[src/rtl/lhmf_pkg.sv]
// shared types, constants and helpers for the letter histogram block
`default_nettype none

package lhmf_pkg;

   localparam int COUNT_WIDTH      = 16;
   localparam int NUM_LETTERS      = 26;
   localparam int LETTER_WIDTH     = $clog2(NUM_LETTERS);
   localparam int CHAR_WIDTH       = 8;
   localparam int OUT_COUNT_WIDTH  = 16;
   localparam int TOTAL_WIDTH      = 16;
   localparam int EXT_WIDTH        = (COUNT_WIDTH > OUT_COUNT_WIDTH) ?
                                     COUNT_WIDTH : OUT_COUNT_WIDTH;

   localparam logic [COUNT_WIDTH-1:0] COUNT_CEIL = {COUNT_WIDTH{1'b1}};
   localparam logic [TOTAL_WIDTH-1:0] TOTAL_CEIL = {TOTAL_WIDTH{1'b1}};

   localparam logic [CHAR_WIDTH-1:0] UPPER_A = 8'h41;
   localparam logic [CHAR_WIDTH-1:0] UPPER_Z = 8'h5A;
   localparam logic [CHAR_WIDTH-1:0] LOWER_A = 8'h61;
   localparam logic [CHAR_WIDTH-1:0] LOWER_Z = 8'h7A;

   typedef struct packed {
      logic [CHAR_WIDTH-1:0] char_code;
      logic                  end_of_text;
   } lhmf_req_type;

   typedef struct packed {
      logic [OUT_COUNT_WIDTH-1:0] max_count;
      logic [LETTER_WIDTH-1:0]    most_letter;
      logic                       any_letter;
      logic [TOTAL_WIDTH-1:0]     total_letters;
      logic                       count_saturated;
   } lhmf_rsp_type;

   // per-cycle control from the input stage
   typedef struct packed {
      logic fire;
      logic last;
   } lhmf_ctl_type;

   // clamp a letter count to the width of the result field
   function automatic logic [OUT_COUNT_WIDTH-1:0] clamp_count(
      input logic [COUNT_WIDTH-1:0] value
   );
      logic [EXT_WIDTH-1:0] ext;
      logic [EXT_WIDTH-1:0] top;
      ext = EXT_WIDTH'(value);
      top = EXT_WIDTH'({OUT_COUNT_WIDTH{1'b1}});
      if (ext > top) begin
         return {OUT_COUNT_WIDTH{1'b1}};
      end
      return ext[OUT_COUNT_WIDTH-1:0];
   endfunction

endpackage

`default_nettype wire

[src/rtl/lhmf_in_reg.sv]
// input register stage and issue control
`default_nettype none

module lhmf_in_reg (
   input  wire logic                  clock,
   input  wire logic                  reset,
   input  wire logic                  req_valid,
   output logic                       req_stall,
   input  wire lhmf_pkg::lhmf_req_type req_word,
   input  wire logic                  out_free,
   output lhmf_pkg::lhmf_ctl_type     ctl,
   output lhmf_pkg::lhmf_req_type     item
);
   import lhmf_pkg::*;

   logic         s1_valid_ff;
   logic         s1_valid_in;
   lhmf_req_type s1_word_ff;
   logic         fire;
   logic         accept;

   // a word without the end mark never needs the output slot
   assign fire      = s1_valid_ff && (!s1_word_ff.end_of_text || out_free);
   assign req_stall = s1_valid_ff && !fire;
   assign accept    = req_valid && !req_stall;

   always_comb begin
      if (accept) begin
         s1_valid_in = 1'b1;
      end else begin
         s1_valid_in = s1_valid_ff && !fire;
      end
   end

   always_ff @(posedge clock) begin
      if (reset) begin
         s1_valid_ff <= 1'b0;
      end else begin
         s1_valid_ff <= s1_valid_in;
      end
   end

   always_ff @(posedge clock) begin
      if (accept) begin
         s1_word_ff <= req_word;
      end
   end

   assign ctl.fire = fire;
   assign ctl.last = s1_word_ff.end_of_text;
   assign item     = s1_word_ff;

endmodule

`default_nettype wire

[src/rtl/lhmf_hist.sv]
// letter counters, running maximum and letter total
`default_nettype none

module lhmf_hist (
   input  wire logic                   clock,
   input  wire logic                   reset,
   input  wire lhmf_pkg::lhmf_ctl_type ctl,
   input  wire lhmf_pkg::lhmf_req_type item,
   output lhmf_pkg::lhmf_rsp_type      result
);
   import lhmf_pkg::*;

   logic [COUNT_WIDTH-1:0]  counts_ff [NUM_LETTERS];
   logic [COUNT_WIDTH-1:0]  best_count_ff;
   logic [COUNT_WIDTH-1:0]  best_count_in;
   logic [LETTER_WIDTH-1:0] best_letter_ff;
   logic [LETTER_WIDTH-1:0] best_letter_in;
   logic [TOTAL_WIDTH-1:0]  total_ff;
   logic [TOTAL_WIDTH-1:0]  total_in;
   logic                    sat_ff;
   logic                    sat_in;

   logic                    is_upper;
   logic                    is_lower;
   logic                    is_letter;
   logic [CHAR_WIDTH-1:0]   offset;
   logic [LETTER_WIDTH-1:0] idx;
   logic [COUNT_WIDTH-1:0]  cur;
   logic [COUNT_WIDTH-1:0]  nxt;
   logic                    bump;
   logic                    clear;

   assign is_upper  = (item.char_code >= UPPER_A) && (item.char_code <= UPPER_Z);
   assign is_lower  = (item.char_code >= LOWER_A) && (item.char_code <= LOWER_Z);
   assign is_letter = is_upper || is_lower;
   assign offset    = item.char_code - (is_upper ? UPPER_A : LOWER_A);
   assign idx       = offset[LETTER_WIDTH-1:0];
   assign cur       = counts_ff[idx];
   assign nxt       = cur + COUNT_WIDTH'(1);
   assign bump      = ctl.fire && is_letter && (cur != COUNT_CEIL);
   assign clear     = ctl.fire && ctl.last;

   always_comb begin
      best_count_in  = best_count_ff;
      best_letter_in = best_letter_ff;
      total_in       = total_ff;
      sat_in         = sat_ff;
      if (bump) begin
         if (nxt == COUNT_CEIL) begin
            sat_in = 1'b1;
         end
         if ((nxt > best_count_ff) || ((nxt == best_count_ff) && (idx < best_letter_ff))) begin
            best_count_in  = nxt;
            best_letter_in = idx;
         end
      end
      // total counts every letter, even one whose counter is pinned
      if (ctl.fire && is_letter && (total_ff != TOTAL_CEIL)) begin
         total_in = total_ff + TOTAL_WIDTH'(1);
         if (total_in == TOTAL_CEIL) begin
            sat_in = 1'b1;
         end
      end
   end

   always_ff @(posedge clock) begin
      if (reset || clear) begin
         for (int i = 0; i < NUM_LETTERS; i++) begin
            counts_ff[i] <= '0;
         end
         best_count_ff  <= '0;
         best_letter_ff <= '0;
         total_ff       <= '0;
         sat_ff         <= 1'b0;
      end else begin
         if (bump) begin
            counts_ff[idx] <= nxt;
         end
         best_count_ff  <= best_count_in;
         best_letter_ff <= best_letter_in;
         total_ff       <= total_in;
         sat_ff         <= sat_in;
      end
   end

   assign result.max_count       = clamp_count(best_count_in);
   assign result.most_letter     = (total_in != '0) ? best_letter_in : '0;
   assign result.any_letter      = (total_in != '0);
   assign result.total_letters   = total_in;
   assign result.count_saturated = sat_in;

`ifndef SYNTH
   a_best_matches_counter: assert property (@(posedge clock) disable iff (reset)
      (best_letter_ff < LETTER_WIDTH'(NUM_LETTERS)) &&
      (counts_ff[best_letter_ff] == best_count_ff))
      else $error("running maximum does not match its letter counter");

   a_best_within_total: assert property (@(posedge clock) disable iff (reset)
      EXT_WIDTH'(clamp_count(best_count_ff)) <= EXT_WIDTH'(total_ff))
      else $error("best count exceeds letter total");

   a_clear_after_end: assert property (@(posedge clock) disable iff (reset)
      clear |=> (total_ff == '0) && (best_count_ff == '0) && !sat_ff)
      else $error("state not cleared after end of text");

   a_sat_sticky: assert property (@(posedge clock) disable iff (reset)
      (sat_ff && !clear) |=> sat_ff)
      else $error("saturation flag dropped within a text");
`endif

endmodule

`default_nettype wire

[src/rtl/lhmf_out_reg.sv]
// result register toward the response channel
`default_nettype none

module lhmf_out_reg (
   input  wire logic                   clock,
   input  wire logic                   reset,
   input  wire lhmf_pkg::lhmf_ctl_type ctl,
   input  wire lhmf_pkg::lhmf_rsp_type result,
   output logic                        out_free,
   output logic                        rsp_valid,
   input  wire logic                   rsp_stall,
   output lhmf_pkg::lhmf_rsp_type      rsp_word
);
   import lhmf_pkg::*;

   logic         rsp_valid_ff;
   logic         rsp_valid_in;
   lhmf_rsp_type rsp_word_ff;
   logic         load;

   assign out_free = !rsp_valid_ff || !rsp_stall;
   assign load     = ctl.fire && ctl.last;

   always_comb begin
      if (load) begin
         rsp_valid_in = 1'b1;
      end else begin
         rsp_valid_in = rsp_valid_ff && rsp_stall;
      end
   end

   always_ff @(posedge clock) begin
      if (reset) begin
         rsp_valid_ff <= 1'b0;
      end else begin
         rsp_valid_ff <= rsp_valid_in;
      end
   end

   always_ff @(posedge clock) begin
      if (load) begin
         rsp_word_ff <= result;
      end
   end

   assign rsp_valid = rsp_valid_ff;
   assign rsp_word  = rsp_word_ff;

endmodule

`default_nettype wire

[src/rtl/letter_histogram_most_frequent.sv]
// top level of the letter histogram with most-frequent-letter result
// usage:
//   req channel: one text byte per word (char_code) plus end_of_text on the
//     final byte; a word moves when req_valid is high and req_stall is low
//   letters a-z / A-Z are case-folded into 26 counters, other bytes skipped
//   rsp channel: one word per text, after the byte marked end_of_text, with
//     the highest count, its letter (ties to the lowest), any_letter, the
//     letter total and the saturation flag
// timing:
//   one byte per cycle while req_stall is low; the counter update plus
//   running-max compare happen while a word sits in the input register, and
//   the result register loads on the edge at which the final byte leaves the
//   input register; rsp_valid is driven from the result register
// reset: synchronous, clears all counters, the running maximum and both
//   valid registers
// stall: while a result waits under rsp_stall, bytes without the end mark
//   keep flowing; a second end mark holds in the input register and raises
//   req_stall until the waiting result is taken
`default_nettype none

module letter_histogram_most_frequent (
   input  wire logic                   clock,
   input  wire logic                   reset,
   input  wire logic                   req_valid,
   output logic                        req_stall,
   input  wire lhmf_pkg::lhmf_req_type req_word,
   output logic                        rsp_valid,
   input  wire logic                   rsp_stall,
   output lhmf_pkg::lhmf_rsp_type      rsp_word
);
   import lhmf_pkg::*;

   lhmf_ctl_type ctl;
   lhmf_req_type item;
   lhmf_rsp_type result;
   logic         out_free;

   // input register, decides when the held byte may update the counters
   lhmf_in_reg u_in_reg (
      .clock     (clock),
      .reset     (reset),
      .req_valid (req_valid),
      .req_stall (req_stall),
      .req_word  (req_word),
      .out_free  (out_free),
      .ctl       (ctl),
      .item      (item)
   );

   // counters and running maximum, cleared after each end of text
   lhmf_hist u_hist (
      .clock  (clock),
      .reset  (reset),
      .ctl    (ctl),
      .item   (item),
      .result (result)
   );

   // result register, separates the counters from the response stall
   lhmf_out_reg u_out_reg (
      .clock     (clock),
      .reset     (reset),
      .ctl       (ctl),
      .result    (result),
      .out_free  (out_free),
      .rsp_valid (rsp_valid),
      .rsp_stall (rsp_stall),
      .rsp_word  (rsp_word)
   );

endmodule

`default_nettype wire

[config.mk]
export PLATFORM = sky130hd
export DESIGN_NAME = letter_histogram_most_frequent
export DESIGN_NICKNAME = d
export VERILOG_FILES = /design/src/rtl/lhmf_pkg.sv /design/src/rtl/lhmf_in_reg.sv /design/src/rtl/lhmf_hist.sv /design/src/rtl/lhmf_out_reg.sv /design/src/rtl/letter_histogram_most_frequent.sv
export SDC_FILE = /design/constraint.sdc
export NUM_CORES = 1
export LEC_CHECK = 0
export ABC_CLOCK_PERIOD_IN_PS = 14100
export BUFFER_PORTS_ARGS = -buffer_cell sky130_fd_sc_hd__buf_4
export CAP_MARGIN = 10
export CORE_ASPECT_RATIO = 0.9
export CORE_MARGIN = 1.5
export CORE_UTILIZATION = 55
export DETAILED_ROUTE_END_ITERATION = 6
export PLACE_DENSITY = 0.75
export SYNTH_ARGS = -nofsm -noshare
export SYNTH_HDL_FRONTEND = slang
export SYNTH_SLANG_ARGS = --single-unit
[constraint.sdc]
create_clock -name clock -period 14.1 [get_ports clock]
set_input_delay 3.525 -clock clock [delete_from_list [all_inputs] [get_ports clock]]
set_output_delay 3.525 -clock clock [all_outputs]
set_load 0.02 [all_outputs]
# --- After elaboration in Yosys (flattened, before gate mapping) ---
# Memory sizes are Yosys's and may differ from the RTL's.
# Cells that the tools add are included.
word_totals:
  ff_bits: 88
  latchBits: 0
  mem_bits_rw: 416
  rom_bits: 0
  out_inout_bits: 41
  wordCells: 74
  n_memories: 1
mem_list:
  columns: ["memory", "words", "word_bits", "read_ports", "rd_ports_with_merged_regs", "wr", "line", "text"]
  rows:
  - ["u_hist.counts_ff", 26, 16, 1, 0, 26, "lhmf_hist.sv:13", "logic [COUNT_WIDTH-1:0] counts_ff [NUM_LETTERS];"]
op_classes:
  add_sub_neg: 3
  n_mul: 0
  n_div: 0
  magnitude_cmp: 7
  eq_ne: 5
  shifts: 0
  mux: 22
  bitwise_logic: 0
  reduce_logical: 23
op_table:
  columns: ["operator", "count"]
  rows:
  - ["$mux 16", 6]
  - ["$add 16x1->16 const B", 2]
  - ["$eq 16x16->1 const B", 2]
  - ["$ne 16x16->1 const B", 2]
  - ["$eq 16x16->1", 1]
  - ["$ge 8x7->1 const B", 2]
  - ["$gt 16x16->1", 1]
  - ["$gt 16x16->1 const B", 1]
  - ["$le 8x7->1 const B", 2]
  - ["$reduce_bool 16->1", 1]
  - ["$reduce_or 16->1", 1]
  - ["$mux 5", 3]
  - ["$mux 1", 13]
  - ["$logic_and 1x1->1", 11]
  - ["$logic_not 1->1", 5]
  - ["$logic_or 1x1->1", 5]
  - ["$lt 5x5->1", 1]
  - ["$sub 5x5->5 const B", 1]

# --- Longest topological paths before layout ---
# Gate-level depths: netlist (run 1).
depth:
  ltp_word: 11
  mapped_depth: 32
  mapped_depth_nobuf: 22

# --- Hierarchy ---
# Synthesis (run 1) repeated with hierarchy kept, for this count alone.
hier_totals:
  cells_unflattened: 1887
  hier_area_um2: 26789.4
modules_own_cells:
  columns: ["module", "n_inst", "cells_each", "area_per_inst_um2", "seq_area_each_um2"]
  rows:
  - ["lhmf_hist", 1, 1824, 25220.4, 16135.5]
  - ["lhmf_out_reg", 1, 44, 1213.7, 1191.1]
  - ["lhmf_in_reg", 1, 19, 355.3, 290.3]

# --- Worst setup path before layout (run 1) ---
# Ideal clock, no wire load.
synth_path:
  kind: "input -> output"
  startpoint: "in rsp_stall"
  endpoint: "out req_stall"
  arrival_ns: 3.941
  setup_slack_ns: 6.634
  path_stages: 2
  cell_sequence: "nand2_1 > nor2_1"
synth_via:
  elab_chain_cells: 6
synth_lines:
  columns: ["element", "line", "text"]
  rows:
  - ["from (decl)", "letter_histogram_most_frequent.sv:28", "input wire logic rsp_stall,"]
  - ["$logic_not 1->1", "lhmf_out_reg.sv:21", "assign out_free = !rsp_valid_ff || !rsp_stall;"]
  - ["$logic_or 1x1->1", "lhmf_out_reg.sv:21", null]
  - ["$logic_or 1x1->1", "lhmf_in_reg.sv:23", "assign fire = s1_valid_ff && (!s1_word_ff.end_of_text || out_free);"]
  - ["$logic_and 1x1->1", "lhmf_in_reg.sv:23", null]
  - ["$logic_not 1->1", "lhmf_in_reg.sv:24", "assign req_stall = s1_valid_ff && !fire;"]
  - ["$logic_and 1x1->1", "lhmf_in_reg.sv:24", null]
  - ["to (decl)", "letter_histogram_most_frequent.sv:25", "output logic req_stall,"]
# Every way passes these cells.

# --- Worst setup path after layout (run 1) ---
layout_path:
  startpoint: "reg u_in_reg.s1_word_ff, in the netlist u_in_reg.item[1]"
  endpoint: "reg u_out_reg.rsp_word_ff, in the netlist u_out_reg.rsp_word[23], data pin"
layout_via:
  elab_chain_cells: 11
  word_cells_on_any_way: 23
  cone_classes: "add/sub: 2; order compare: 7; eq/ne: 2; mux: 4; reduce/logical: 7; memory: 1"
layout_lines:
  columns: ["element", "line", "text"]
  rows:
  - ["from (decl)", "lhmf_in_reg.sv:18", "lhmf_req_type s1_word_ff;"]
  - ["from (signal assigned)", "lhmf_in_reg.sv:45", "s1_word_ff <= req_word;"]
  - ["$sub 5x5->5 *", "lhmf_hist.sv:36", "assign offset = item.char_code - (is_upper ? UPPER_A : LOWER_A);"]
  - ["$mem_v2 26x16 *", null, null]
  - ["$add 16x1->16 *", "lhmf_hist.sv:39", "assign nxt = cur + COUNT_WIDTH'(1);"]
  - ["via u_hist.nxt[9]", "lhmf_hist.sv:29", "logic [COUNT_WIDTH-1:0] nxt;"]
  - ["parallel branches: the longest is 2 deep, another holds $gt 16x16->1", null, null]
  - ["$logic_or 1x1->1 *", "lhmf_hist.sv:52", "if ((nxt > best_count_ff) || ((nxt == best_count_ff) && (idx < best_letter_ff))) begin"]
  - ["$mux 16 *", "lhmf_hist.sv:52", null]
  - ["$mux 16 *", "lhmf_hist.sv:48", "if (bump) begin"]
  - ["via u_hist.best_count_in[0]", "lhmf_hist.sv:15", "logic [COUNT_WIDTH-1:0] best_count_in;"]
  - ["$gt 16x16->1", "lhmf_pkg.sv:50", "if (ext > top) begin"]
  - ["$mux 1", "lhmf_pkg.sv:50", null]
  - ["$mux 16 *", "lhmf_pkg.sv:53", "return ext[OUT_COUNT_WIDTH-1:0];"]
  - ["to (signal assigned)", "lhmf_out_reg.sv:42", "rsp_word_ff <= result;"]
  - ["to (decl)", "lhmf_out_reg.sv:18", "lhmf_rsp_type rsp_word_ff;"]
# Mark *: on every way through the listed nets, which the timed path passes.
# A chain may end at the register's enable or synchronous reset.

==> key figures, run 1 <==
Drt
  – Vias per inst: 6.193
  – Pre-antenna DRT Iters: 5
  – Drt total wl: 70,040 µm
  – Via count: 16.30k
  – Drt first-iter violations: around 2.1k
  – DRC Markers: 0
  – ANT nets after route: 0
  – Routed wire per std cell: 26.61 µm

Placed design
  – Placed inst area: 28,300 µm²
  – Post-DP HPWL: between 40,000 and 50,000 µm
  – Final GP Congestion: 0.9560
  – Port Buffer Count: 53

STA
  – RSZ-0062 raised after global routing: false
  – Worst Skew: roughly 0.032 ns
  – Min Tclk post-route: 8.837 ns
  – Achievable frequency: approximately 110 MHz
  – Post-route setup TNS: 0 ns
  – Final hold violation count: 0
  – Setup violators final: 0
  – Max Slew Vio Count: 0
  – Worst slew pin tran: 1.198 ns
  – Max-Slew Margin vs Limit: 20.07%
  – Tcrit/Tclk final: 62.67%

Global routing
  – Most Used Layer, Global Route: met2
  – Gr ovfl total: 0
  – GRT met2 Usage: 42.19%
  – Largest net degree at the start of global routing: 116
  – M1 GR Usage: 39.09%
  – Total GRT Usage: 27.52%
  – Met3 Use GR: about 6%
  – Vias in the first global route: 15.81k
  – Global-route wire length before repair: just over 100,000 µm
  – Initial antenna violation count: 0

Synthesis
  – Post-synth EDFFs: 560
  – Synth top area cells: edfxtp_1 (61%), mux4_2 (10%), nor2_2 (5.1%)
  – Async SR Flop Fraction: 0%
  – Avg Synthesized Cell Area: 14.48 µm²
  – Yosys reg bits: 600
  – Post-synthesis sequential area ratio: 63.48%
  – Main synth FF type: edfxtp_1
  – Synthesized cell area: 27,750 µm²
  – Cell count after synthesis: 1,916
  – Yosys warnings: 0
  – Synth area leader: edfxtp_1
  – Synth Net Count: just under 2k
  – Share of the synthesized area in the top cell type: between 60% and 70%
  – Synth unique cells: 84

Setup path
  – CP Buf/Inv Count: 4
  – Worst path required time: 14.47 ns
  – Worst EP arrival: 9.21 ns
  – Crit path kind: reg -> reg
  – Crit Path Max Fanout: 115
  – Cell family with most CP delay: simple AND/OR/NAND/NOR gates
  – Slowest CP cell: and2_2
  – Crit. End Element: flop
  – Critical Path Source Type: flop
  – Slowest stage delay, CP: 0.82 ns
  – Crit-path cells: buf_12 > inv_1 > ha_4 > buf_4 > mux4_1 > mux2i_1 > o21ai_0 > o221a_2 > nor4bb_1 > nand2b_1 > o21bai_1 > and2_2 > inv_1 > ha_1 > a21o_1 > a21o_1 > a21oi_1 > o21ai_0 > or3_1 > o211ai_4 > mux2_1

Flow run
  – Max_cap viols: 0

Clock tree
  – Post-CTS Setup Bufs: 0
  – Root Driver: clkbuf_16
  – CTS resizes: 0
  – CTS hold repair buffers: 0
  – H-tree depth: 2
  – Num CTS Buffers: 57
  – Reg clk slew, reported paths: around 0.06 ns
  – Clock sinks: 600
  – Clock tree buffer depth: 3
  – CTS tree: yes
  – Clk_lat worst skew: around 0.63 ns

Floorplanning
  – Starting density of the core: 56.04%
  – Die Span Y: around 220 µm
  – Die X: 239.8 µm
  – Site Rows: 77
  – Die ar.: 51,820 µm²
  – Core area: 49,520 µm²
  – Io pins: 54

Power and ir drop
  – Sw frac: 27.34%
  – Gate power share: 14.7%
  – Switching pwr: 1118 µW
  – Leak: roughly 0.011 µW
  – Register share of total power: roughly half
  – VDD IR max: 0.0001049 V
  – Clock share of power: 35.2%
  – Power per cell area: about 140 nW/µm²
  – Internal power: slightly below 3000 µW

Layout
  – Final Cell Area: 30,020 µm²
  – Antenna diode count: 0
  – Fraction of layout cells with a size suffix above 1: 28.81%
  – Final #Nets: 1,955
  – Area grow syn2layout: 8.179%
  – FILL cells: 3,772

Status
  – Status: complete, no violations

Min path
  – Hold WC Path Type: reg -> reg
[worst paths after layout]
path / startpoint / cells after the start / to / slack [ns]
max: u_in_reg.item[1]$_DFFE_PP_ / 21 / u_out_reg.rsp_word[23]$_DFFE_PP_ / 5.26
min: u_hist.sat_ff$_SDFF_PP0_ / 2 / u_hist.sat_ff$_SDFF_PP0_ / 0.53
max reg2reg: u_in_reg.item[1]$_DFFE_PP_ / 21 / u_out_reg.rsp_word[23]$_DFFE_PP_ / 5.26
min reg2reg: u_hist.sat_ff$_SDFF_PP0_ / 2 / u_hist.sat_ff$_SDFF_PP0_ / 0.53
[registers in the layout, indices dropped and copies added, names as in the netlist, 5 cells and up]
signal / flops
u_in_reg.item: 8
u_hist.best_count_ff: 16
u_out_reg.rsp_word: 39
u_hist.counts_ff: 512
u_hist.total_ff: 16
u_hist.best_letter_ff: 5
[cell type report]
cell class / instances / area [µm²] / area share, %
sequential: 600 / 17620 / 58.68
multi-input combinational: 1093 / 8874 / 29.56
clock buffer: 82 / 1550 / 5.164
tap: 671 / 839.6 / 2.797
timing repair buffer: 94 / 718.2 / 2.392
inverter: 66 / 247.7 / 0.8252
clock inverter: 26 / 175.2 / 0.5835
[layout by cell type (no fill, tap or decap), drive strengths merged, types with 26 or more instances in the layout]
master  netlist  routed
mux4        128     128
or2          29      29
inv          63      65
dfxtp        40      40
and2         31      31
edfxtp      560     560
clkinv        3      26
ha           30      30
mux2i        33      33
clkbuf       43      82
nand2        61      61
buf         114      94
nor2        503     503
[worst register-to-register path: stages, from the launching register on]
cell	delay (ns)
edfxtp_1	0.37
buf_12	0.60
inv_1	0.32
ha_4	0.63
buf_4	0.83
mux4_1	0.47
mux2i_1	0.10
o21ai_0	0.16
o221a_2	0.25
nor4bb_1	0.69
nand2b_1	0.20
o21bai_1	0.21
and2_2	0.82
inv_1	0.30
ha_1	0.39
a21o_1	0.19
a21o_1	0.17
a21oi_1	0.13
o21ai_0	0.14
or3_1	0.38
o211ai_4	0.80
mux2_1	0.44
[routing by layer]
metal | up-vias | wire, µm | part of all wire (%)
met5 | - | 0 | 0
met4 | 0 | 2652 | 3.8
met3 | 158 | 6944 | 9.9
met2 | 820 | 32820 | 47
met1 | 8340 | 27620 | 39
li1 | 6983 | - | -
[per-stage QoR]
step	utilization (%)	hold slack [ns]	instances	power [µW]	worst slack, ns
floorplan	-	0.4593	1916	2451	6.634
global placement	57.14	0.4941	2524	2662	5.335
detailed placement	57.14	0.5024	2524	2677	5.255
CTS	60.62	0.5296	2632	4094	5.216
global route	60.62	0.5477	2632	4193	4.661
finish	60.62	0.5312	2632	4089	5.263
[cells by family after synthesis]
logic type / count (synthesis) / share of synthesized area [%]
simple gates: 753 / 14.46
flops: 600 / 63.48
buf+inv: 223 / 4.973
mux: 163 / 11.73
compound gates: 121 / 3.129
fa+ha+maj: 30 / 1.353
xor+xnor: 26 / 0.8747
[Yosys cell counts (21+ instances only)]
cell,number
edfxtp_1,560
nor2_1,277
nor2_2,226
dfxtp_1,40
mux2i_1,33
clkbuf_1,43
nand3_1,21
o22ai_1,24
o21ai_0,21
or2_1,27
buf_6,52
ha_1,30
and2_1,31
a21oi_1,21
inv_1,58
mux4_2,123
buf_2,48
nand2_1,61
[power by group through the flow]
| stage | registers (µW) | clock network [µW] | logic (µW) |
|---|---|---|---|
| 2_1_floorplan | 2080 | 0 | 375 |
| 3_3_place_gp | 2080 | 0 | 581 |
| 3_5_place_dp | 2090 | 0 | 591 |
| 4_1_cts | 2050 | 1450 | 595 |
| 5_1_grt | 2050 | 1510 | 628 |
| 6_report | 2050 | 1440 | 602 |
(Power assumes the default switching activity.)
==> run 2: changes to the inputs <==
--- a/config.mk
+++ b/config.mk
@@ -5,7 +5,8 @@
 export SDC_FILE = /design/constraint.sdc
 export NUM_CORES = 1
 export LEC_CHECK = 0
-export ABC_CLOCK_PERIOD_IN_PS = 14100
+export ABC_AREA = 1
+export ABC_CLOCK_PERIOD_IN_PS = 8350
 export BUFFER_PORTS_ARGS = -buffer_cell sky130_fd_sc_hd__buf_4
 export CAP_MARGIN = 10
 export CORE_ASPECT_RATIO = 0.9
==> constraint.sdc (replaced) <==
create_clock -name clock -period 8.35 [get_ports clock]
set_input_delay 2.0875 -clock clock [delete_from_list [all_inputs] [get_ports clock]]
set_output_delay 2.0875 -clock clock [all_outputs]
set_load 0.02 [all_outputs]
==> run 2 against run 1 <==
Against the previous run:
- fmax is 24% higher
- combinational power is 74% higher
- register-to-register slack worse by 4.0 ns
- design area grew 2.1%
- sequential cell count unchanged
- utilization grew 0.12 points
- critical path type unchanged
- largest cell class unchanged
- largest power group unchanged
- highest routed layer is now met5
==> key figures, run 2 <==
Synthesis
  – Main synth FF type: edfxtp_1
  – Async SR Flop Fraction: 0% (unchanged)
  – Cell count after synthesis: 2,999 (+57%)
  – Synth unique cells: 39 (-54%)
  – Post-synth top cells: nand2_1 (1,003), edfxtp_1 (560), nor2_1 (536), nand3_1 (290), inv_1 (140)
  – Synth Net Count: 3,042 (+55%)
  – Post-synth EDFFs: 560 (unchanged)
  – Synthesized cell area: 28,120 µm² (+1.3%)
  – Synth top area cells: edfxtp_1 (60%), nand2_1 (13%), nor2_1 (7.2%)
  – Count leader, synth: nand2_1
  – Synth area leader: edfxtp_1
  – Share of the synthesized area in the top cell type: 59.81% (-0.79 points)
  – Avg Synthesized Cell Area: 9.376 µm² (-35%)
  – Post-synthesis sequential area ratio: 62.65% (-0.83 points)
  – Yosys warnings: 0 (unchanged)
  – Yosys reg bits: 600 (unchanged)

Global routing
  – Gr ovfl total: 0 (unchanged)
  – Total GRT Usage: 30.58% (+3.1 points)
  – Initial antenna violation count: 2 (+2)
  – Largest net degree at the start of global routing: 177 (+53%)
  – Global-route wire length before repair: 119,700 µm (+16%)
  – Vias in the first global route: 20.09k (+27%)

Clock tree
  – Reg clk slew, reported paths: 0.06 ns (about the same)
  – Post-CTS Setup Bufs: 0 (unchanged)
  – CTS hold repair buffers: 0 (unchanged)
  – CTS resizes: 0 (unchanged)
  – H-tree depth: 2 (unchanged)
  – Clk_lat worst skew: 0.63 ns (about the same)
  – Clock sinks: 600 (unchanged)
  – Clock tree buffer depth: 3 (unchanged)
  – CTS tree: yes
  – Num CTS Buffers: 60 (+5.3%)
  – Root Driver: clkbuf_16

Layout
  – Top reg by flops: u_hist.counts_ff
  – Fraction of layout cells with a size suffix above 1: 7.746% (-21 points)
  – Leading cell types in the layout, fill and taps excluded: nand2_1 (1,003), edfxtp_1 (560), nor2_1 (536)
  – Final Cell Area: 30,650 µm² (+2.1%)
  – Most common cell after layout, fill and taps aside: nand2_1
  – Largest register FFs: 512 (unchanged)
  – Final #Nets: 3,002 (+54%)
  – Antenna diode count: 0 (unchanged)
  – Area grow syn2layout: 9.006%

Floorplanning
  – Io pins: 54 (unchanged)
  – Starting density of the core: 55.73% (-0.31 points)
  – Die X: 241.3 µm (+0.65%)
  – Site Rows: 78 (+1.3%)
  – Core area: 50,460 µm² (+1.9%)
  – Die Span Y: 217.5 µm (+0.65%)
  – Die ar.: 52,490 µm² (+1.3%)

Placed design
  – Placed inst area: 28,660 µm² (+1.3%)
  – Port Buffer Count: 53 (unchanged)
  – Post-DP HPWL: 48,250 µm (+7.8%)
  – Final GP Congestion: 0.9358 (-2.1%)

Setup path
  – Crit. End Element: flop
  – Cell family with most CP delay: simple AND/OR/NAND/NOR gates
  – CP Buf/Inv Count: 6 (+2)
  – Slowest stage delay, CP: 0.86 ns (+0.04 ns)
  – Critical Path Source Type: flop
  – Crit path kind: reg -> reg
  – Worst path required time: 8.73 ns (-5.74 ns)
  – Slowest CP cell: buf_4
  – Most used cell, CP: nand2_1
  – Reg2Reg Setup Slack: 1.24 ns (-4.02 ns)
  – Crit Path Max Fanout: 91 (-21%)
  – Worst EP arrival: 7.49 ns (-1.72 ns)

STA
  – Post-route setup TNS: 0 ns (unchanged)
  – Max Slew Vio Count: 0 (unchanged)
  – Max-Slew Margin vs Limit: 28.99% (+8.9 points)
  – Worst Skew: 0.02297 ns (-0.008856 ns)
  – Tcrit/Tclk final: 85.15% (+22 points)
  – Final hold violation count: 0 (unchanged)
  – Worst slew pin tran: 1.065 ns (-0.1324 ns)
  – RSZ-0062 raised after global routing: false
  – Setup violators final: 0 (unchanged)
  – Min Tclk post-route: 7.110 ns (-1.727 ns)
  – Achievable frequency: 140.6 MHz (+24%)

Drt
  – Routed wire per std cell: 21.48 µm (-19%)
  – Via count: 21.32k (+31%)
  – DRC Markers: 0 (unchanged)
  – Pre-antenna DRT Iters: 6 (+1)
  – Drt first-iter violations: 2,856 (+36%)
  – Vias per inst: 5.781 (-6.7%)
  – ANT nets after route: 0 (unchanged)
  – Drt total wl: 79,200 µm (+13%)

Status
  – Status: complete, no violations

Power and ir drop
  – Power per cell area: 236.2 nW/µm² (+73%)
  – Leak: 0.01309 µW (+21%)
  – VDD IR max: 0.0002625 V (+150%)

Flow run
  – Max_cap viols: 0 (unchanged)

Min path
  – Hold WC Path Type: reg -> reg
-- run 2: cell count changes after synthesis, sizes merged, moves of 27 or more --
cell / before / now
nand3: 25 / 290
or2: 29 / 1
nor2: 503 / 546
inv: 63 / 152
mux4: 128 / 0
and2: 31 / 4
o21ai: 25 / 60
nand2: 61 / 1035
mux2i: 33 / 0
buf: 114 / 149
-- run 2: power by group --
group          switching (µW)  internal [µW]  leakage (µW)  total (µW)
Combinational             848            205       0.00607        1050
Clock                    1170           1570      0.000964        2740
Sequential               31.3           3420       0.00605        3450
Total                    2050           5190        0.0131        7240
-- run 2: logic make-up (layout without fill, tap and decap cells) --
group	Yosys count	in the layout	share of synthesized area (%)
adder cells (fa/ha/maj)	30	30	1.335
AND/OR/NAND/NOR	1904	1904	27.87
flip-flops	600	600	62.65
XOR/XNOR	11	11	0.3426
buffers and inverters	338	347	5.553
AO/OA/AOI/OAI	116	116	2.243
-- run 2: final timing paths --
kind,startpoint,end,depth (start not counted)
setup / recovery,u_in_reg.item[1]$_DFFE_PP_,u_out_reg.rsp_word[37]$_DFFE_PP_,33
hold reg to reg,u_hist.best_count_ff[15]$_SDFF_PP0_,u_hist.best_count_ff[15]$_SDFF_PP0_,2
setup reg to reg,u_in_reg.item[1]$_DFFE_PP_,u_out_reg.rsp_word[37]$_DFFE_PP_,33
hold / removal,u_hist.best_count_ff[15]$_SDFF_PP0_,u_hist.best_count_ff[15]$_SDFF_PP0_,2
-- run 2: worst reg2reg max path, delay by kind of cell, from the launching register on --
kind / cells / cell delay, ns
AOI/OAI and AO/OA: 3 / 0.41
buffers and inverters: 6 / 2.09
and+or+nand+nor: 21 / 2.57
DFF: 1 / 0.47
adders and majority gates: 3 / 1.31
-- run 2: final cells by class --
| class | instances | area (µm²) |
|---|---|---|
| Clock buffer | 68 | 1574 |
| Fill cell | 4084 | 19810 |
| Multi-Input combinational cell | 2061 | 8961 |
| Sequential cell | 600 | 17620 |
| Tap cell | 680 | 850.8 |
| Clock inverter | 43 | 419.2 |
| Inverter | 154 | 588.1 |
| Timing Repair Buffer | 82 | 640.6 |
-- run 2: per-stage QoR --
step	power, µW	cells	util (%)	hold WS [ns]	setup slack [ns]
2_1_floorplan	4139	2999	-	0.4660	2.253
3_3_place_gp	4517	3577	56.80	0.4798	1.410
3_5_place_dp	4533	3577	56.80	0.4903	1.405
4_1_cts	7219	3688	60.75	0.5112	1.375
5_1_grt	7446	3688	60.75	0.5337	0.7103
6_report	7239	3688	60.75	0.5099	1.240
-- run 2: metal layers --
| metal | global-route usage, % | up-vias | wire, µm |
|---|---|---|---|
| li1 | - | 9732 | - |
| met1 | 44.30 | 10250 | 32300 |
| met2 | 44.94 | 1176 | 35090 |
| met3 | 7.759 | 161 | 9332 |
| met4 | 10.54 | 4 | 2455 |
| met5 | 0 | - | 27 |
